<file path="src/hw/rtl/ffc_pkg.sv">
// ----------------------------------------------------------------------------
// ffc_pkg
// Shared types and constants for the Fletcher-8 frame checker.
// ----------------------------------------------------------------------------
package ffc_pkg;

  localparam logic [7:0] SYNC_BYTE = 8'h65;

  localparam int unsigned BYTE_W = 8;
  localparam int unsigned LEN_W  = 16;
  localparam int unsigned RES_W  = 1 + 2 + LEN_W;
  localparam int unsigned OUT_W  = ((RES_W + 7) / 8) * 8;

  typedef enum logic [1:0] {
    ST_OK       = 2'd0,
    ST_BAD_SYNC = 2'd1,
    ST_BAD_SUM  = 2'd2
  } status_t;

  typedef struct packed {
    logic [LEN_W-1:0] payload_length;
    status_t          status;
    logic             frame_ok;
  } res_t;

endpackage

</file>
<file path="src/hw/rtl/ffc_parser.sv">
// ----------------------------------------------------------------------------
// ffc_parser
// Frame parse state, Fletcher-8 sums and verdict generation, one byte a step.
// ----------------------------------------------------------------------------
module ffc_parser (
  input  logic                          clk,
  input  logic                          rst_n,
  input  logic                          step,
  input  logic [ffc_pkg::BYTE_W-1:0]    step_byte,
  input  logic                          step_first,
  output logic                          res_vld,
  output ffc_pkg::res_t                 res
);

  typedef enum logic [7:0] {
    PH_IDLE    = 8'b0000_0001,
    PH_TYPE    = 8'b0000_0010,
    PH_LEN_LO  = 8'b0000_0100,
    PH_LEN_HI  = 8'b0000_1000,
    PH_PAYLOAD = 8'b0001_0000,
    PH_CHECK_A = 8'b0010_0000,
    PH_CHECK_B = 8'b0100_0000,
    PH_DONE    = 8'b1000_0000
  } phase_t;

  phase_t                       phase_r,   phase_nxt;
  logic [ffc_pkg::LEN_W-1:0]    len_r,     len_nxt;
  logic [ffc_pkg::LEN_W-1:0]    left_r,    left_nxt;
  logic [ffc_pkg::BYTE_W-1:0]   sum_a_r,   sum_a_nxt;
  logic [ffc_pkg::BYTE_W-1:0]   sum_b_r,   sum_b_nxt;
  logic [ffc_pkg::BYTE_W-1:0]   chk_a_r,   chk_a_nxt;
  logic [ffc_pkg::BYTE_W-1:0]   acc_a;
  logic [ffc_pkg::BYTE_W-1:0]   acc_b;
  logic [ffc_pkg::LEN_W-1:0]    len_full;
  logic                         sum_ok;

  assign acc_a    = sum_a_r + step_byte;
  assign acc_b    = sum_b_r + acc_a;
  assign len_full = {step_byte, len_r[ffc_pkg::BYTE_W-1:0]};
  assign sum_ok   = (chk_a_r == sum_a_r) && (step_byte == sum_b_r);

  always_comb begin
    phase_nxt          = phase_r;
    len_nxt            = len_r;
    left_nxt           = left_r;
    sum_a_nxt          = sum_a_r;
    sum_b_nxt          = sum_b_r;
    chk_a_nxt          = chk_a_r;
    res_vld            = 1'b0;
    res.frame_ok       = 1'b0;
    res.status         = ffc_pkg::ST_BAD_SYNC;
    res.payload_length = '0;
    if (step) begin
      if (step_first) begin
        sum_a_nxt = '0;
        sum_b_nxt = '0;
        len_nxt   = '0;
        left_nxt  = '0;
        chk_a_nxt = '0;
        if (step_byte != ffc_pkg::SYNC_BYTE) begin
          phase_nxt = PH_DONE;
          res_vld   = 1'b1;
        end else begin
          phase_nxt = PH_TYPE;
        end
      end else begin
        unique case (phase_r)
          PH_TYPE: begin
            sum_a_nxt = acc_a;
            sum_b_nxt = acc_b;
            phase_nxt = PH_LEN_LO;
          end
          PH_LEN_LO: begin
            sum_a_nxt = acc_a;
            sum_b_nxt = acc_b;
            len_nxt   = {{(ffc_pkg::LEN_W-ffc_pkg::BYTE_W){1'b0}}, step_byte};
            phase_nxt = PH_LEN_HI;
          end
          PH_LEN_HI: begin
            sum_a_nxt = acc_a;
            sum_b_nxt = acc_b;
            len_nxt   = len_full;
            left_nxt  = len_full;
            phase_nxt = (len_full == '0) ? PH_CHECK_A : PH_PAYLOAD;
          end
          PH_PAYLOAD: begin
            sum_a_nxt = acc_a;
            sum_b_nxt = acc_b;
            left_nxt  = left_r - 1'b1;
            if (left_r == ffc_pkg::LEN_W'(1)) begin
              phase_nxt = PH_CHECK_A;
            end
          end
          PH_CHECK_A: begin
            chk_a_nxt = step_byte;
            phase_nxt = PH_CHECK_B;
          end
          PH_CHECK_B: begin
            phase_nxt          = PH_DONE;
            res_vld            = 1'b1;
            res.frame_ok       = sum_ok;
            res.status         = sum_ok ? ffc_pkg::ST_OK : ffc_pkg::ST_BAD_SUM;
            res.payload_length = len_r;
          end
          PH_IDLE, PH_DONE: begin
          end
          default: begin
          end
        endcase
      end
    end
  end

  always_ff @(posedge clk) begin
    if (!rst_n) begin
      phase_r <= PH_IDLE;
      len_r   <= '0;
      left_r  <= '0;
      sum_a_r <= '0;
      sum_b_r <= '0;
      chk_a_r <= '0;
    end else begin
      phase_r <= phase_nxt;
      len_r   <= len_nxt;
      left_r  <= left_nxt;
      sum_a_r <= sum_a_nxt;
      sum_b_r <= sum_b_nxt;
      chk_a_r <= chk_a_nxt;
    end
  end

`ifndef ASSERT_OFF
  a_done_after_verdict: assert property (@(posedge clk) disable iff (!rst_n)
    res_vld |=> (phase_r == PH_DONE))
    else $error("parser not done after verdict");

  a_bad_sync_no_len: assert property (@(posedge clk) disable iff (!rst_n)
    (res_vld && (res.status == ffc_pkg::ST_BAD_SYNC)) |->
      ((res.payload_length == '0) && !res.frame_ok))
    else $error("bad sync verdict carries length or ok");

  a_payload_count: assert property (@(posedge clk) disable iff (!rst_n)
    (phase_r == PH_PAYLOAD) |-> (left_r != '0))
    else $error("payload phase with no bytes left");
`endif

endmodule

</file>
<file path="config.mk">
export PLATFORM = sky130hd
export DESIGN_NAME = ffc_parser
export DESIGN_NICKNAME = d
export VERILOG_FILES = /design/src/hw/rtl/ffc_pkg.sv /design/src/hw/rtl/ffc_parser.sv
export SDC_FILE = /design/constraint.sdc
export NUM_CORES = 1
export LEC_CHECK = 0
export BUFFER_PORTS_ARGS = -buffer_cell sky130_fd_sc_hd__buf_2
export CORE_ASPECT_RATIO = 1.2
export CORE_MARGIN = 1
export CORE_UTILIZATION = 50
export CTS_CLUSTER_SIZE = 14
export DETAILED_ROUTE_END_ITERATION = 10
export GPL_TIMING_DRIVEN = 0
export MAX_ROUTING_LAYER = met4
export PLACE_DENSITY = 0.81
export SYNTH_ARGS = -nofsm -noshare
export SYNTH_HDL_FRONTEND = slang
export SYNTH_SLANG_ARGS = --single-unit
</file>
<file path="constraint.sdc">
create_clock -name clk -period 2.8 [get_ports clk]
set_input_delay 0.28 -clock clk [delete_from_list [all_inputs] [get_ports clk]]
set_output_delay 0.28 -clock clk [all_outputs]
set_load 0.1 [all_outputs]
</file>
# Yosys cells after proc, flatten, opt, wreduce, memory -nomap -nowiden
# Index checks and enable logic that the tools add are counted.
# W data, S select, Z words.
classes:
  addsub: 3
  mux: 23
  n_reduce_logical: 15
  n_eq_ne: 12
ops:
  columns: ["cell", "count"]
  rows:
  - ["$mux W8", 9]
  - ["$pmux W16 S2", 2]
  - ["$mux W19", 3]
  - ["$pmux W8 S6", 1]
  - ["$mux W16", 2]
  - ["$add A8 B8 Y8", 2]
  - ["$eq A16 B1 Y1 const B", 1]
  - ["$eq A8 B8 Y1", 2]
  - ["$logic_not A16 Y1", 1]
  - ["$sub A16 B1 Y16 const B", 1]
  - ["$eq A8 B2 Y1 const B", 1]
  - ["$eq A8 B3 Y1 const B", 1]
  - ["$eq A8 B4 Y1 const B", 1]
  - ["$eq A8 B5 Y1 const B", 1]
  - ["$eq A8 B6 Y1 const B", 1]
  - ["$eq A8 B7 Y1 const B", 1]
  - ["$ne A8 B7 Y1 const B", 1]
  - ["$reduce_and A2 Y1", 4]
  - ["$reduce_bool A7 Y1", 1]
  - ["$mux W6", 1]
  - ["$reduce_and A3 Y1", 2]
  - ["$reduce_bool A2 Y1", 3]
  - ["$reduce_bool A3 Y1", 2]
  - ["$mux W1", 4]
  - ["other kinds (5)", 5]
word_totals:
  out_inout_bits: 20
  register_bits: 64
  word_cells: 60
  in_bits: 12

# Logic depth before layout (Yosys ltp)
logic_depth:
  depth_word: 6
  mapped_depth: 14

# Least setup slack after synthesis
# Ideal clock, no wire load.
synth_path:
  kind: "reg2out"
  from: "register phase_r[0]"
  to: "output res[2] (netlist name)"
  path_buffers: 1
  arrival_time_ns: 3.783
  required_time_ns: 2.520
  stages_incl_launch_ff: 7
  setup_slack_ns: -1.263
  cell_sequence: "dfxtp_1 nor4_2 nand2_1 nor3b_1 clkbuf_1 nand2_1 nor2_1"
synth_lines:
  columns: ["element", "line_no", "rtl"]
  rows:
  - ["start, declared", "ffc_parser.sv:26", "phase_t phase_r, phase_nxt;"]
  - ["start signal, assigned", "ffc_parser.sv:123", "phase_r <= phase_nxt;"]
  - ["end, declared", "ffc_parser.sv:12", "output ffc_pkg::res_t res"]

==> flow_summary.yaml <==
die:
  initial_core_util: 0.515
  dieArea_mm2: 0.00826
  core_mm2: 0.00766
  die_w_um: 83.1
  fp.dieH_um: 99.4
  pin_count: 32
  row_count: 35
route:
  drt_first_pass_iters: 5
  num_vias: 3885
  routed_wl_um: 10800
  drc: 0
  via_per_inst: 6.08
  routedWlPerCell_um: 17.0
  final_antenna_net_count: 0
  drtIter0Drc: 305
timing:
  tns_ns: 0
  rsz0062_at_grt: "yes"
  relSlewSlack: 0.347
  hold_violations: 0
  final_max_slew_viol_count: 0
  clock.fmax_ghz: 0.367
  worst_clock_skew_ns: 0.0100
  fin_ws_ns: 0.0760
  layout_min_cycle_time_ns: 2.72
  fin_crit_sh: 0.973
  setup_violations: 0
  worst_slew_pin_slew_ns: 0.970
finish:
  area_growth_pct: 16.7
  drive_above_1_share: 0.141
  antenna_cells: 0
  fin_nets: 572
cts:
  cts_root_buffer: "clkbuf_8"
  clock_sinks: 64
  clockBufferDepth: 2
  clk_pin_slew_ns: 0.08
  holdBufCountCts: 0
  cts_buffers: 9
  cts_tree: "built"
  cts.htree.levels: 3
  clk_latency_ns: 0.36
worst_setup_path:
  startpoint_type: "flop"
  cp_max_fo: 10
  end_kind: "primary output"
  r2r-end: "sum_b_r[7]$_SDFFE_PN0P_"
  rrSetupSlack_ns: 0.08
  timing.rr.start: "sum_a_r[0]$_SDFFE_PN0P_"
  rr_worst_depth: 13
  path_class: "reg2out"
  worst_ep_required_time_ns: 2.52
  crit_start: "phase_r[7]$_SDFFE_PN0P_"
  cp.arrival_ns: 2.44
synth:
  postSynthAreaPerCell_um2: 7.96
  syn_area_mm2: 0.00395
  synth_top_area_share: 0.324
  ys_top_cells_by_area: "dfxtp_1 (32%), nor2_1 (7.4%), xnor2_1 (5.8%), ha_1 (5.1%), a22oi_1 (4.8%)"
  ys_warn_count: 0
  synth_edf_count: 0
  synthCells: 496
  synth-async-reset-ratio: 0
  yosysSeqAreaShare: 0.324
  yosys_most_used_dff: "dfxtp_1"
  ys_ff_latch: 64
  syn-num-nets: 526
  yosys.area.top_type: "dfxtp_1"
  yosysUniqueCellTypes: 52
placement:
  gp_congestion: 0.973
  dpl.hpwl_um: 7800
  pre_cts_ws_ns: -0.329
  portBuffers: 30
global_route:
  grt_max_degree: 13
  first_global_vias: 3601
  grt-ovfl-total: 0
  grt_use_total: 0.272
  antenna_found_initial: 0
  grt_pass1_wl_um: 17300
power_and_ir_drop:
  p_leak_nw: 1.80
  peakVddDrop_mv: 0.434
  finalPower_w: 0.00212
  powerDensity_mw_per_mm2: 461
job:
  cap_viol_max_count: 0
worst_hold_path:
  hold_depth: 3
  holdCritStartpoint: "step_byte[7]"
  min_delay_worst_endpoint: "left_r[15]$_SDFFE_PN0P_"
  hold_class: "in2reg"
status:
  status: "finished, final reports clean"
## registers in the layout, summed over array words and instances, names as in the netlist
name and cells:
len_r 16, sum_a_r 8, sum_b_r 8, left_r 16, chk_a_r 8, phase_r 8
## placed cells by master (no fill, tap or decap), types with 2 or more instances in the layout
cell        count
or3_1           3
o21bai_1        5
nor3_1         11
nand3_1         7
xor2_1          5
buf_2          21
a22oi_1        25
bufinv_16       3
and2_1          3
nor2b_1        17
nand4_1        10
o21a_1          6
or4_4           2
mux2i_1        14
a31oi_1         3
and3_1         19
a21oi_1        30
o31ai_1         2
nand2_1        20
clkbuf_8        9
nand3b_1        2
ha_1           14
nor2_1         75
clkinvlp_4      2
dfxtp_1        63
clkbuf_1       21
nor2_4          2
buf_4          17
nor3b_1        14
nor4_1         10
o21ai_0        26
xnor2_1        26
and4_1          3
nor4b_1         2
nand2b_1        6
o211ai_1        4
inv_1          13
## kinds of logic after synthesis
kind of cell	share of synthesized area
buffers and inverters	0.0425
AOI/OAI and AO/OA	0.183
muxes	0.0355
and+or+nand+nor	0.285
xor gates and xnor gates	0.0688
adders and majority gates	0.0608
DFF	0.324
## power breakdown
part	switching, W	leakage (nW)	total, W	internal [W]
clock network	0.000402	0.116	0.000994	0.000593
registers	0.0000126	0.517	0.000933	0.000920
logic	0.000127	1.17	0.000197	0.0000702
total	0.000541	1.80	0.00212	0.00158
## layer usage
metal | share of wire | vias up | global-route usage
met5 | 0 | - | -
met4 | 0.027 | 0 | 0.117
met3 | 0.072 | 24 | 0.0573
met2 | 0.51 | 151 | 0.465
met1 | 0.39 | 1842 | 0.308
li1 | - | 1868 | -
## Yosys cell counts (2+ instances only)
cell type / number
xnor2_1: 26
or4_4: 2
nor3b_1: 15
nand4_1: 10
and4_1: 3
mux2i_1: 14
o31ai_1: 2
a21oi_1: 31
o21bai_1: 5
and2_1: 3
buf_2: 2
inv_1: 13
clkbuf_1: 22
o211ai_1: 4
nor4b_1: 2
nand2b_1: 6
fa_1: 2
nor3_1: 12
ha_1: 16
a31oi_1: 3
nand2_1: 21
nor2b_1: 17
o21a_1: 6
nand3b_1: 2
o21ai_0: 26
xor2_1: 5
nor2_1: 78
a22oi_1: 25
nor4_1: 10
or3_1: 3
nand3_1: 7
and3_1: 20
dfxtp_1: 64
## per-stage QoR
step	instance area, um2	hold slack (ns)	util	instances
CTS	4560	0.306	0.595	634
detailed placement	4240	0.492	0.554	618
finish	4610	0.332	0.601	639
global placement	4240	0.452	0.554	618
global route	4610	0.345	0.601	639
floorplan	3980	0.436	-	496
## repair_timing
item / CTS / global route
setup buffers: 0 / 5
gates cloned: 0 / 0
pin swaps: 6 / 7
gates resized for setup: 21 / 3
endpoints found under the setup margin: 22 / 19
hold endpoints to repair: 0 / 0
## critical path, stage by stage (launching register included)
cell,delay [ns]
dfxtp_1,0.38
nor4_4,0.37
nand2_1,0.16
nor3b_4,0.37
clkbuf_2,0.28
and3_2,0.22
buf_4,0.29
## worst max-delay path by stage
stage / cells after the start / end / slack (ns)
final: 6 / res[0] / 0.08
after global routing: 13 / sum_b_r[7]$_SDFFE_PN0P_ / -0.10
after CTS: 7 / res[6] / 0.003
after detailed placement: 14 / sum_b_r[7]$_SDFFE_PN0P_ / -0.33
after global placement: 14 / sum_b_r[7]$_SDFFE_PN0P_ / -0.29
after floorplan: 13 / sum_b_r[7]$_SDFFE_PN0P_ / 0.12
## layout make-up
| class | instances | area [um2] |
|---|---|---|
| inverters | 14 | 52.6 |
| fillers | 669 | 3050 |
| multi-input cells | 391 | 2580 |
| repair buffers | 35 | 215 |
| flip-flops and latches | 64 | 1280 |
| plain buffers | 27 | 116 |
| well taps | 92 | 115 |
| clock inverters | 7 | 119 |
| clock buffers | 9 | 124 |
Power figures use the tool's default switching activity.
